==> config.mk <==
export PLATFORM = sky130hd
export DESIGN_NAME = clock_time_set_editor
export DESIGN_NICKNAME = d
export VERILOG_FILES = /design/src/hdl/ctse_pkg.sv /design/src/hdl/ctse_input_stage.sv /design/src/hdl/ctse_editor.sv /design/src/hdl/ctse_output_stage.sv /design/src/hdl/clock_time_set_editor.sv
export SDC_FILE = /design/constraint.sdc
export NUM_CORES = 1
export LEC_CHECK = 0
export BUFFER_PORTS_ARGS = -buffer_cell sky130_fd_sc_hd__buf_4
export CAP_MARGIN = 25
export CORE_AREA = 8 8 95 97
export DETAILED_ROUTE_END_ITERATION = 16
export DIE_AREA = 0 0 103 105
export PLACE_DENSITY = 0.77
export SETUP_SLACK_MARGIN = 0.3
export SLEW_MARGIN = 40
export SYNTH_ARGS = -nofsm -noshare
export SYNTH_HDL_FRONTEND = slang
export SYNTH_SLANG_ARGS = --single-unit
export TNS_END_PERCENT = 10
==> constraint.sdc <==
create_clock -name clk -period 7.7 [get_ports clk]
set_input_delay 1.155 -clock clk [delete_from_list [all_inputs] [get_ports clk]]
set_output_delay 1.155 -clock clk [all_outputs]
set_load 0.01 [all_outputs]
==> src/hdl/ctse_pkg.sv <==
// types, constants and the digit limit function shared by the clock time-set editor modules
// no dependencies
package ctse_pkg;

  localparam int DIGIT_COUNT = 6;
  localparam int CURSOR_W = 3;
  localparam int KEY_W = 5;

  localparam logic [KEY_W-1:0] KEY_SAVE = 5'd10;
  localparam logic [KEY_W-1:0] KEY_NEXT = 5'd11;
  localparam logic [KEY_W-1:0] KEY_PREV = 5'd12;
  localparam logic [KEY_W-1:0] KEY_EDIT = 5'd17;
  localparam logic [KEY_W-1:0] KEY_DIGIT_END = 5'd10;

  localparam logic [CURSOR_W-1:0] CURSOR_FIRST = 3'd0;
  localparam logic [CURSOR_W-1:0] CURSOR_LAST = 3'(DIGIT_COUNT - 1);

  localparam logic [CURSOR_W-1:0] POS_HOUR_TENS = 3'd0;
  localparam logic [CURSOR_W-1:0] POS_HOUR_UNITS = 3'd1;
  localparam logic [CURSOR_W-1:0] POS_MIN_TENS = 3'd2;
  localparam logic [CURSOR_W-1:0] POS_SEC_TENS = 3'd4;

  localparam logic [3:0] LIMIT_HOUR_TENS = 4'd3;
  localparam logic [3:0] LIMIT_HOUR_UNITS_LATE = 4'd4;
  localparam logic [3:0] LIMIT_TENS = 4'd6;
  localparam logic [3:0] LIMIT_UNITS = 4'd10;
  localparam logic [3:0] HOUR_TENS_LATE = 4'd2;

  typedef struct packed {
    logic [KEY_W-1:0] key_code;
    logic [7:0]       clock_hours;
    logic [7:0]       clock_minutes;
    logic [7:0]       clock_seconds;
  } key_req_t;

  typedef struct packed {
    logic                write_valid;
    logic [7:0]          write_hours;
    logic [7:0]          write_minutes;
    logic [7:0]          write_seconds;
    logic                editing;
    logic [CURSOR_W-1:0] cursor_position;
  } edit_result_t;

  typedef struct packed {
    logic valid;
    logic advance;
  } stage_ctrl_t;

  function automatic logic [3:0] digit_limit(input logic [CURSOR_W-1:0] pos,
                                             input logic [3:0] hour_tens);
    logic [3:0] lim;
    case (pos)
      POS_HOUR_TENS:  lim = LIMIT_HOUR_TENS;
      POS_HOUR_UNITS: lim = (hour_tens == HOUR_TENS_LATE) ? LIMIT_HOUR_UNITS_LATE
                                                          : LIMIT_UNITS;
      POS_MIN_TENS:   lim = LIMIT_TENS;
      POS_SEC_TENS:   lim = LIMIT_TENS;
      default:        lim = LIMIT_UNITS;
    endcase
    return lim;
  endfunction

endpackage

==> src/hdl/ctse_input_stage.sv <==
// input register for key requests
// depends on ctse_pkg
module ctse_input_stage (
  input  logic               clk,
  input  logic               rst,
  input  logic               key_valid,
  output logic               key_stall,
  input  ctse_pkg::key_req_t key_req,
  input  logic               advance,
  output ctse_pkg::stage_ctrl_t ctrl,
  output ctse_pkg::key_req_t held
);
  import ctse_pkg::*;

  logic full;

  assign key_stall = full && !advance;
  assign ctrl.valid = full;
  assign ctrl.advance = full && advance;

  always_ff @(posedge clk) begin
    if (rst) begin
      full <= 1'b0;
    end else if (!key_stall) begin
      full <= key_valid;
    end
  end

  always_ff @(posedge clk) begin
    if (!key_stall && key_valid) begin
      held <= key_req;
    end
  end

endmodule

==> src/hdl/ctse_editor.sv <==
// edit state (mode, cursor, digit store) and the per-key update
// depends on ctse_pkg
module ctse_editor (
  input  logic                    clk,
  input  logic                    rst,
  input  ctse_pkg::stage_ctrl_t   ctrl,
  input  ctse_pkg::key_req_t      held,
  output ctse_pkg::edit_result_t  result_next
);
  import ctse_pkg::*;

  logic                edit_mode, edit_mode_next;
  logic [CURSOR_W-1:0] cursor, cursor_next;
  logic [3:0]          digit_store [DIGIT_COUNT];
  logic [3:0]          digit_store_next [DIGIT_COUNT];
  logic [3:0]          limit;

  assign limit = digit_limit(cursor, digit_store[0]);

  always_comb begin
    edit_mode_next = edit_mode;
    cursor_next = cursor;
    digit_store_next = digit_store;
    result_next.write_valid = 1'b0;
    result_next.write_hours = '0;
    result_next.write_minutes = '0;
    result_next.write_seconds = '0;
    if (!edit_mode) begin
      if (held.key_code == KEY_EDIT) begin
        digit_store_next[0] = held.clock_hours[7:4];
        digit_store_next[1] = held.clock_hours[3:0];
        digit_store_next[2] = held.clock_minutes[7:4];
        digit_store_next[3] = held.clock_minutes[3:0];
        digit_store_next[4] = held.clock_seconds[7:4];
        digit_store_next[5] = held.clock_seconds[3:0];
        cursor_next = CURSOR_FIRST;
        edit_mode_next = 1'b1;
      end
    end else if (held.key_code == KEY_NEXT) begin
      cursor_next = (cursor == CURSOR_LAST) ? CURSOR_FIRST : cursor + 3'd1;
    end else if (held.key_code == KEY_PREV) begin
      cursor_next = (cursor == CURSOR_FIRST) ? CURSOR_LAST : cursor - 3'd1;
    end else if (held.key_code == KEY_SAVE) begin
      result_next.write_valid = 1'b1;
      result_next.write_hours = {digit_store[0], digit_store[1]};
      result_next.write_minutes = {digit_store[2], digit_store[3]};
      result_next.write_seconds = {digit_store[4], digit_store[5]};
      edit_mode_next = 1'b0;
      cursor_next = CURSOR_FIRST;
    end else if (held.key_code == KEY_EDIT) begin
      edit_mode_next = 1'b0;
      cursor_next = CURSOR_FIRST;
    end else if (held.key_code < KEY_DIGIT_END) begin
      if (held.key_code[3:0] < limit) begin
        digit_store_next[cursor] = held.key_code[3:0];
      end
    end
    result_next.editing = edit_mode_next;
    result_next.cursor_position = edit_mode_next ? cursor_next : CURSOR_FIRST;
  end

  always_ff @(posedge clk) begin
    if (rst) begin
      edit_mode <= 1'b0;
      cursor <= CURSOR_FIRST;
      for (int i = 0; i < DIGIT_COUNT; i++) begin
        digit_store[i] <= '0;
      end
    end else if (ctrl.advance) begin
      edit_mode <= edit_mode_next;
      cursor <= cursor_next;
      digit_store <= digit_store_next;
    end
  end

endmodule

==> src/hdl/ctse_output_stage.sv <==
// result register toward the receiver
// depends on ctse_pkg
module ctse_output_stage (
  input  logic                   clk,
  input  logic                   rst,
  input  ctse_pkg::stage_ctrl_t  ctrl,
  input  ctse_pkg::edit_result_t result_next,
  output logic                   advance,
  output logic                   result_valid,
  input  logic                   result_stall,
  output ctse_pkg::edit_result_t result
);
  import ctse_pkg::*;

  assign advance = !result_valid || !result_stall;

  always_ff @(posedge clk) begin
    if (rst) begin
      result_valid <= 1'b0;
    end else if (advance) begin
      result_valid <= ctrl.valid;
    end
  end

  always_ff @(posedge clk) begin
    if (ctrl.advance) begin
      result <= result_next;
    end
  end

endmodule

==> src/hdl/clock_time_set_editor.sv <==
// top level of the keypad time-set editor for a bcd real-time clock
// depends on ctse_pkg, ctse_input_stage, ctse_editor, ctse_output_stage
//
// usage:
//   key request channel: key_valid / key_stall / key_req carry one key press
//   together with the current clock bytes. a request is taken at a rising
//   edge with key_valid high and key_stall low.
//   result channel: result_valid / result_stall / result carry one result per
//   request: the write strobe and packed bcd time on save, the edit flag and
//   the cursor position after the key.
//   an accepted request passes through the input register and then the result
//   register to the port. throughput: one request per cycle while the receiver
//   does not stall; the edit state updates as a request leaves the input
//   register, so the next request sees it right away.
//   reset (rst, synchronous): display mode, cursor 0, digit store zero,
//   both registers empty.
//   when the receiver stalls, the result holds; one more request waits in
//   the input register, after which key_stall rises until the result is taken.
module clock_time_set_editor (
  input  logic                    clk,
  input  logic                    rst,
  input  logic                    key_valid,
  output logic                    key_stall,
  input  ctse_pkg::key_req_t      key_req,
  output logic                    result_valid,
  input  logic                    result_stall,
  output ctse_pkg::edit_result_t  result
);
  import ctse_pkg::*;

  stage_ctrl_t  ctrl;
  key_req_t     held;
  edit_result_t result_next;
  logic         advance;

  ctse_input_stage u_input (
    .clk       (clk),
    .rst       (rst),
    .key_valid (key_valid),
    .key_stall (key_stall),
    .key_req   (key_req),
    .advance   (advance),
    .ctrl      (ctrl),
    .held      (held)
  );

  ctse_editor u_editor (
    .clk         (clk),
    .rst         (rst),
    .ctrl        (ctrl),
    .held        (held),
    .result_next (result_next)
  );

  ctse_output_stage u_output (
    .clk          (clk),
    .rst          (rst),
    .ctrl         (ctrl),
    .result_next  (result_next),
    .advance      (advance),
    .result_valid (result_valid),
    .result_stall (result_stall),
    .result       (result)
  );

  a_save_leaves_edit: assert property (@(posedge clk) disable iff (rst)
    result_valid && result.write_valid |-> !result.editing)
    else $error("save result still in edit mode");

  a_display_cursor_zero: assert property (@(posedge clk) disable iff (rst)
    result_valid && !result.editing |-> result.cursor_position == CURSOR_FIRST)
    else $error("cursor nonzero in display mode");

  a_cursor_range: assert property (@(posedge clk) disable iff (rst)
    result_valid |-> result.cursor_position <= CURSOR_LAST)
    else $error("cursor out of range");

  a_stall_only_when_full: assert property (@(posedge clk) disable iff (rst)
    key_stall |-> result_valid && result_stall)
    else $error("request stalled while result side free");

endmodule

==> metrics.txt, run 1 <==
R2R cell count 10; Pleak approximately 1.7 nW; H-tree depth reported by CTS 3; CP top delay family simple AND/OR/NAND/NOR gates; row count 32; WS Path Type reg -> reg; DIE AREA approximately 11000 um^2; Register Area about 2300 um^2; clock tree buffer depth 2; Total Routed Length about 8.0 mm; critical path required time between 7000 and 8000 ps; die height ~110 um; FF+latch count, synth 88; Total Routing Usage GR 15.2%; area of the multi-input gates between 1500 and 2000 um^2; Die X-Extent just over 100 um; RSZ-0062 raised after global routing false; First-pass DRT Iterations 5; Avg Cell Area, Syn ~12 um^2; worst r2r src u_editor.digit_store[20]; final hold violation count 0; flop2flop setup slack 4490 ps; clk root buf clkbuf_8; dpl hpwl roughly 5.7 mm; most frequent cells after synthesis edfxtp_1, a21oi_1, and2_1, dfxtp_1, nor2b_1; post-synthesis async set-or-reset flop share 0%; Hold Crit Endpoint u_output.result[9]; clk_lat worst skew around 360 ps; worst hold path startpoint u_editor.digit_store[5]; Slew Limit Fails 0; top-count cell post-synth edfxtp_1; final setup vio count 0; outcome completed; Post-Syn Area between 4000 and 5000 um^2; Worst Max-Slew Pin Slew 793 ps; pin count of the biggest net entering global routing 50; io pins 64; fin util 63.3%; wire length per cell ~16 um; CP peak stage delay between 700 and 800 ps; Max Freq between 300 and 400 MHz; Initial Utilization roughly 54%; max cap viols 0; post-synth top area share a little over two fifths; Power Dens Cells 189 nW/um^2; EDFF count, synth between 50 and 60; buffer count from post-CTS setup fixing 0; core area 7530 um^2; diode count 0; worst hold path class reg -> reg; via count around 2900; Rel. slew slack about 47%; Port Buffers 63; synth top area cells edfxtp_1, dfxtp_1, a311oi_1, and2_1, nor2b_1; fin crit share between 40% and 50%; Reg2Reg Capture Point u_editor.digit_store[20]; Fin Setup TNS 0 ps; fraction of layout cells with a size suffix above 1 26.3%; first-pass GRT wire length ~13 mm; Synth warnings 0; CTS tree done; Crit path buffers/inverters 1; register area share after synthesis 57.7%; Hold Buf Count CTS 0; worst-path fanout max 24; post-synth top area cell edfxtp_1; worst hold stages 1; drt first-iter violations approximately 260; Main synth FF type edfxtp_1; critical path arrival ~3400 ps; DRT antenna net count 0; Area growth syn-to-layout 17.3%; Final #Nets roughly 420; TritonCTS Sinks between 80 and 90; post_cts resized 0; drc violations 0; Vias/cell 5.79; Max stage delay cell, worst path or4b_2; synth unique cells around 50; number of buffers created by CTS 9; clk_skew about 17 ps; initial antenna violation count 0; net count of the mapped netlist roughly 370; clk slew on worst S/H paths 110 ps; vias in the first global route approximately 2600; GP Congestion roughly 0.95; Peak supply drop about 0.00013 V; Final Hold Slack roughly 540 ps; crit-path cells or4b_2 > nor2_1 > a22oi_1 > ha_1 > o21ai_0 > a221oi_1 > nor3_4 > buf_6 > and2_2 > a311oi_1; post-route minimum period 3210 ps; Filler Cells Inserted around 620; cells after synthesis ~340; nature of the critical path endpoint register; gr ovfl total 0; type of origin of the critical path register
worst max-delay path by stage:
stage                                   startpoint                  endpoint  cells after the start
after CTS                 u_editor.digit_store[20]  u_editor.digit_store[20]                      9
after global routing      u_editor.digit_store[20]  u_editor.digit_store[20]                     10
final                     u_editor.digit_store[20]  u_editor.digit_store[20]                     10
after floorplan                       result_stall   u_editor.digit_store[3]                      6
after global placement                result_stall   u_editor.digit_store[7]                      7
after detailed placement              result_stall  u_editor.digit_store[21]                      7
logic make-up (layout without fill, tap and decap cells):
logic type / Yosys count / after routing / share of synthesized area, %
AO/OA/AOI/OAI: 105 / 105 / 20.1
adder cells (fa/ha/maj): 3 / 3 / 0.924
flip-flops: 88 / 88 / 57.7
XOR/XNOR: 3 / 3 / 0.647
AND/OR/NAND/NOR: 106 / 106 / 16.7
buffers and inverters: 31 / 86 / 3.73
multiplexers: 1 / 1 / 0.246
routing by layer:
layer  wire length, um  vias up  GRT usage, %
met5                 0        -             0
met1              3680     1327          20.4
met3               598       17          3.92
met2              3550      120          22.1
li1                  -     1395             -
met4               192        0          7.34
registers in the layout, summed over array words and instances (netlist names):
name	cells
u_editor.cursor	3
u_editor.digit_store	24
u_editor.edit_mode	1
u_input.full	1
u_input.held	29
u_output.result	29
u_output.result_valid	1
cell usage in the layout, fill, tap and decap left out, drive strengths merged, types with 2 or more instances in the layout:
master and n:
edfxtp 58, a311oi 25, nor2b 29, o211ai 2
nor3 6, o41ai 4, or3b 2, nand2b 4
ha 3, buf 68, nor2 10, o221ai 2
nand4 2, a211o 2, nor3b 7, xnor2 2
and2 30, or3 2, dfxtp 30, nand2 7
clkbuf 9, a21oi 32, inv 7, o31ai 3
o21ai 5, and3 3, a31oi 25
final cells by class:
cell class,instances,share of cell area (%)
clock buffer,9,2.60
clock inverter,7,1.47
inverter,2,0.158
multi-input combinational,218,33.1
sequential,88,49.2
tap,102,2.68
timing repair buffer,68,10.8
power by group:
group	total [mW]	leakage (nW)	internal, mW	switching [mW]
logic	0.0667	0.764	0.0311	0.0355
registers	0.528	0.790	0.520	0.00770
clock network	0.307	0.0959	0.127	0.180
per-stage QoR:
stage | setup slack (ps) | std cells | area, um^2 | total power, mW
finish | 4490 | 494 | 4760 | 0.901
global placement | 3830 | 477 | 4560 | 0.603
detailed placement | 3740 | 477 | 4560 | 0.605
global route | 4250 | 494 | 4760 | 0.936
floorplan | 4310 | 337 | 4060 | 0.573
CTS | 3990 | 493 | 4750 | 0.907
(Power assumes the default switching activity.)
==> inputs of run 2 (changes only) <==
Settings changed: ABC_AREA set to 1, CORE_AREA 8 8 95 97 to 8 8 99 101, DIE_AREA 0 0 103 105 to 0 0 107 109, PLACE_DENSITY 0.77 to 0.74.
Clock period 7.7 ns to 2.9 ns, I/O delays scaled along.
==> run 2 against run 1 <==
Against the previous run:
- clock power grew to 2.7 times the previous value
- clock-buffer cell count is the same
- via count increased by 7.2%
- non-clock buffer count is 1 higher
- final cell count rose by 28%
- design area rose by 2.0%
- setup slack worse by 3900 ps
- total power rose to 2.7 times the previous value
- clock skew is 1.6 ps higher
- combinational power rose to 3.8 times the previous value
==> metrics.txt, run 2 <==
Reg2Reg Capture Point u_editor.digit_store[17]; clk root buf clkbuf_8; DIE AREA 11700 um^2 (+7.8%); drc violations 0 (unchanged); post-synthesis async set-or-reset flop share 0% (unchanged); post-synth top area cell edfxtp_1; Avg Cell Area, Syn 8.98 um^2 (-25%); post-route minimum period 2350 ps (-852 ps); biggest registers after layout u_input.held x29, u_output.result x29, u_editor.digit_store x24; Port Buffers 63 (unchanged); Hold Crit Endpoint u_input.held[12]; cells after synthesis 455 (+35%); RSZ-0062 raised after global routing false; max cap viols 0 (unchanged); Slew Limit Fails 0 (unchanged); Post-Syn Area 4090 um^2 (+0.65%); Rel. slew slack 54.3% (+7.2 points); synth top area cells edfxtp_1, dfxtp_1, nand2_1, inv_1, nor2_1; Max Freq 425 MHz (+36%); type of origin of the critical path register; net count of the mapped netlist 491 (+32%); synth unique cells 30 (-39%); Main synth FF type edfxtp_1; fin util 58.0% (-5.3 points); TritonCTS Sinks 88 (unchanged); core area 8380 um^2 (+11%); most common cell after layout, fill and taps aside nand2_1; R2R cell count 12 (+2); GP Congestion 0.901 (-5.7%); clk slew on worst S/H paths 90 ps (-20 ps); Pleak 2.12 nW (+29%); row count 34 (+6.3%); die height 109 um (+3.8%); gr ovfl total 0 (unchanged); Final #Nets 556 (+31%); worst r2r src u_editor.cursor[2]; DRT antenna net count 0 (unchanged); Total Routing Usage GR 15.1% (-0.15 points); most frequent cells after synthesis nand2_1, inv_1, nor2_1, edfxtp_1, dfxtp_1; number of buffers created by CTS 9 (unchanged); final hold violation count 0 (unchanged); final setup vio count 0 (unchanged); dpl hpwl 6.22 mm (+10%); first-pass GRT wire length 14.1 mm (+8.6%); critical path arrival 2620 ps (-790 ps); commonest cells after routing, fill and taps aside nand2_1, inv_1, buf_4; EDFF count, synth 58 (unchanged); clk_lat worst skew 370 ps (about the same); Power Dens Cells 509 nW/um^2 (+170%); Die X-Extent 107 um (+3.9%); Initial Utilization 48.8% (-5.2 points); vias in the first global route 3030 (+15%); outcome completed; Vias/cell 4.84 (-16%); H-tree depth reported by CTS 3 (unchanged); Fin Setup TNS 0 ps (unchanged); buffer count from post-CTS setup fixing 0 (unchanged); clock tree buffer depth 2 (unchanged); initial antenna violation count 0 (unchanged); Worst Max-Slew Pin Slew 684 ps (-108 ps); worst hold path class in -> reg; io pins 64 (unchanged); critical path required time 3170 ps (-4740 ps); WS Path Type reg -> reg; worst-path fanout max 30 (+25%); Peak supply drop 0.000339 V (+160%); worst hold stages 1 (unchanged); worst hold path startpoint key_req[12]; FF+latch count, synth 88 (unchanged); drt first-iter violations 298 (+16%); Total Routed Length 8.23 mm (+2.6%); register area share after synthesis 57.3% (-0.37 points); Area growth syn-to-layout 18.9%; flop2flop setup slack 550 ps (-3950 ps); fraction of layout cells with a size suffix above 1 20.4% (-5.9 points); post-synth top area share 42.6% (-0.28 points); wire length per cell 13.0 um (-20%); diode count 0 (unchanged); pin count of the biggest net entering global routing 34 (-32%); top-count cell post-synth nand2_1; CTS tree done; First-pass DRT Iterations 5 (unchanged); nature of the critical path endpoint register; clk_skew 18.7 ps (+1.55 ps); Synth warnings 0 (unchanged); via count 3064 (+7.2%); fin crit share 81.2% (+40 points)
-- run 2: how the worst max path moves through the flow --
stage / startpoint / end / slack [ps] / depth (start not counted)
CTS: u_editor.cursor[2] / u_editor.digit_store[10] / 410 / 13
global route: u_editor.cursor[2] / u_editor.digit_store[17] / 310 / 13
finish: u_editor.cursor[2] / u_editor.digit_store[17] / 550 / 12
floorplan: u_editor.cursor[2] / u_editor.digit_store[12] / 890 / 14
detailed placement: u_editor.cursor[2] / u_editor.digit_store[1] / 450 / 12
global placement: u_editor.cursor[0] / u_editor.digit_store[11] / 570 / 14
-- run 2: cell families (layout without fill, tap and decap cells) --
| kind of cell | Yosys count | after routing | share of synthesized area (%) |
|---|---|---|---|
| simple gates | 216 | 216 | 25.0 |
| buf+inv | 103 | 173 | 10.1 |
| flops | 88 | 88 | 57.3 |
| compound gates | 45 | 45 | 6.73 |
| fa+ha+maj | 3 | 3 | 0.918 |
-- run 2: worst max-delay path, cell delays in order, from the launching register on --
cell and delay (ps):
dfxtp_1 460, inv_2 110, nand3_2 150, inv_1 70, a211oi_1 250, ha_1 290
a21oi_1 190, nand2_1 80, nand2_1 70, buf_6 270, nand4_1 150, nand2_1 110
nor2_1 50
-- run 2: area by class of cell --
type | count | area, um^2
Clock inverter | 7 | 66.3
Fill cell | 758 | 3520
Clock buffer | 9 | 124
Multi-Input combinational cell | 264 | 1340
Tap cell | 108 | 135
Sequential cell | 88 | 2340
Inverter | 88 | 330
Timing Repair Buffer | 69 | 522
-- run 2: power by group --
part	switching, mW	internal (mW)	total, mW
sequential	0.0251	1.38	1.41
clock	0.477	0.337	0.814
combinational	0.155	0.0979	0.253
total	0.657	1.82	2.48
-- run 2: stage by stage --
stage                     power (mW)  hold WS [ps]  std cells  instance area (um^2)  worst slack, ps
after floorplan                 1.59           445        455                  4090              895
after global placement          1.68           453        617                  4660              569
after detailed placement        1.69           468        617                  4660              445
after CTS                       2.50           220        633                  4850              407
after global routing            2.59           211        633                  4860              314
final                           2.48           240        633                  4860              546
-- run 2: per-layer routing --
| metal | track usage [%] | vias up | share of wire [%] | wire (um) |
|---|---|---|---|---|
| met5 | 0 | - | 0 | 0 |
| met3 | 4.43 | 15 | 7.9 | 646 |
| met2 | 22.8 | 97 | 43 | 3580 |
| li1 | - | 1602 | - | - |
| met1 | 19.3 | 1350 | 46 | 3820 |
| met4 | 7.54 | 0 | 2.2 | 183 |
-- run 2: timing repair --
action,4_1_cts,5_1_grt
setup endpoints to repair,0,24
hold endpoints to repair,0,0
gates resized for setup,0,2
hold buffers,0,0
==> inputs of run 3 (changes only) <==
Settings changed: ABC_AREA 1 to 0, CORE_AREA 8 8 99 101 to 8 8 95 97, DIE_AREA 0 0 107 109 to 0 0 103 105, PLACE_DENSITY 0.74 to 0.77.
Clock period 2.9 ns to 2.5 ns, I/O delays scaled along.
==> run 3 against run 2 <==
Against the previous run:
- the flow now finishes with violations (negative setup slack)
- via count shrank 5.0%
- sequential share of layout area is 1.9 points lower
- sequential power up 16%
- fmax is 9.6% lower
- clock-buffer cell count is the same
- routed wire length increased by 7.8%
- die area fell by 7.3%
- critical endpoint is now u_editor.digit_store[20]
- largest power group unchanged
==> metrics.txt, run 3 (synthesized netlist as in run 1, its figures left out) <==
outcome finished, violations left; failing checks negative setup slack; Fin Setup TNS -231 ps (-231 ps); CTS tree done; via count 2912 (-5.0%); first-pass GRT wire length 14.2 mm (+0.84%); worst-path fanout max 12 (-60%); dpl hpwl 6.13 mm (-1.4%); io pins 64 (unchanged); area of the multi-input gates 1740 um^2 (+30%); clock tree buffer depth 2 (unchanged); TritonCTS Sinks 88 (unchanged); Die X-Extent 103 um (-3.7%); clk_skew 16.3 ps (-2.41 ps); Register Area 2350 um^2 (+0.16%); post-route minimum period 2600 ps (+250 ps); placed cell count 489 (-21%); type of origin of the critical path register; diode count 0 (unchanged); Total Routing Usage GR 16.8% (+1.7 points); critical path arrival 2850 ps (+230 ps); Filler Cells Inserted 569 (-25%); critical path required time 2740 ps (-430 ps); worst hold path class in -> reg; drt first-iter violations 204 (-32%); Port Buffers 63 (unchanged); Vias/cell 5.74 (+19%); Pleak 1.76 nW (-17%); DP Area 4660 um^2 (about the same); clk slew on worst S/H paths 90 ps (about the same); gr ovfl total 0 (unchanged); wire length per cell 17.5 um (+35%); Peak supply drop 0.000387 V (+14%); drc violations 0 (unchanged); Area growth syn-to-layout 24.8%; core area 7530 um^2 (-10%); clk_lat worst skew 370 ps (about the same); most common cell after layout, fill and taps aside buf_4; Max Freq 384 MHz (-9.6%); non-filler cells, final 507 (-20%); Slew Limit Fails 0 (unchanged); vias in the first global route 2871 (-5.2%); First-pass DRT Iterations 5 (unchanged); max cap viols 0 (unchanged); RSZ-0062 raised after global routing true; fraction of layout cells with a size suffix above 1 36.0% (+16 points); Initial Utilization 54.0% (+5.2 points); pin count of the biggest net entering global routing 35 (+2.9%); flop2flop setup slack -100 ps (-650 ps); fin area 5070 um^2 (+4.4%); fin crit share 104% (+23 points); number of buffers created by CTS 9 (unchanged); clk root buf clkbuf_8; PnR worst setup slack -104 ps (-650 ps); H-tree depth reported by CTS 3 (unchanged); Worst Max-Slew Pin Slew 715 ps (+30.7 ps); Total Routed Length 8.87 mm (+7.8%); final hold violation count 0 (unchanged); initial antenna violation count 0 (unchanged); WS Path Type reg -> reg; Hold Buf Count CTS 0 (unchanged); DIE AREA 10800 um^2 (-7.3%); fin util 67.4% (+9.4 points); biggest registers after layout u_input.held x29, u_output.result x29, u_editor.digit_store x24; commonest cells after routing, fill and taps aside buf_4, edfxtp_1, a21oi_1; DRT antenna net count 0 (unchanged); row count 32 (-5.9%); Rel. slew slack 52.1% (-2.3 points); Final #Nets 436 (-22%); Power Dens Cells 567 nW/um^2 (+11%); final setup vio count 5 (+5); nature of the critical path endpoint register; die height 105 um (-3.7%); GP Congestion 0.930 (+3.3%)
run 3: cell count changes in the layout (fill, tap and decap cells not counted), sizes merged, moves of 7 or more:
| cell | change |
|---|---|
| nand3 | -15 |
| a311oi | +25 |
| a21oi | +22 |
| nor2b | +29 |
| nor2 | -60 |
| o21ai | -12 |
| nor3b | +7 |
| nand4 | -25 |
| and2 | +30 |
| a31oi | +25 |
| inv | -88 |
| buf | +12 |
| a22oi | -11 |
| nand2 | -93 |
run 3: power breakdown:
part | switching [mW] | internal (mW) | total (mW)
sequential | 0.0256 | 1.60 | 1.63
clock | 0.542 | 0.482 | 1.02
combinational | 0.121 | 0.102 | 0.223
total | 0.688 | 2.18 | 2.87
run 3: final timing paths:
check	startpoint	end	cells after the start
max	u_editor.digit_store[20]	u_editor.digit_store[20]	10
max reg2reg	u_editor.digit_store[20]	u_editor.digit_store[20]	10
min	key_req[27]	u_input.held[27]	1
min reg2reg	u_input.full	u_output.result_valid	2
run 3: through the flow:
| stage | power (mW) | hold WS (ps) | setup WS [ps] |
|---|---|---|---|
| 2_1_floorplan | 1.77 | 452 | 102 |
| 3_3_place_gp | 1.87 | 465 | 102 |
| 3_5_place_dp | 1.87 | 494 | 14.1 |
| 4_1_cts | 2.89 | 168 | 41.7 |
| 5_1_grt | 2.98 | 159 | -253 |
| 6_report | 2.87 | 178 | -104 |
run 3: metal layers:
layer | share of wire, % | track usage (%) | vias to the layer above
met2 | 47 | 25.2 | 118
met3 | 6.7 | 4.11 | 17
met4 | 2.4 | 7.96 | 0
li1 | - | - | 1418
met1 | 44 | 22.1 | 1359
met5 | 0 | 0 | -
run 3: final cells by class:
| type | count | share of cell area (%) |
|---|---|---|
| Clock buffer | 9 | 2.44 |
| Clock inverter | 7 | 1.68 |
| Inverter | 2 | 0.148 |
| Multi-Input combinational cell | 218 | 34.4 |
| Sequential cell | 88 | 46.3 |
| Tap cell | 102 | 2.52 |
| Timing Repair Buffer | 81 | 12.5 |
run 3: critical path, stage by stage, from the launching register on:
cell      delay, ps
dfxtp_2         330
or4b_4          570
nor2_4          120
a22oi_2          70
ha_1            290
o21ai_2          50
a221oi_2        320
nor3_4          100
and2_4          200
buf_8           150
a311oi_1        270
run 3: repair_timing:
| item | CTS | global route |
|---|---|---|
| buffers inserted | 0 | 1 |
| endpoints found under the setup margin | 24 | 24 |
| gates resized for setup | 20 | 20 |
| pin swaps | 1 | 2 |
| cloned | 0 | 1 |
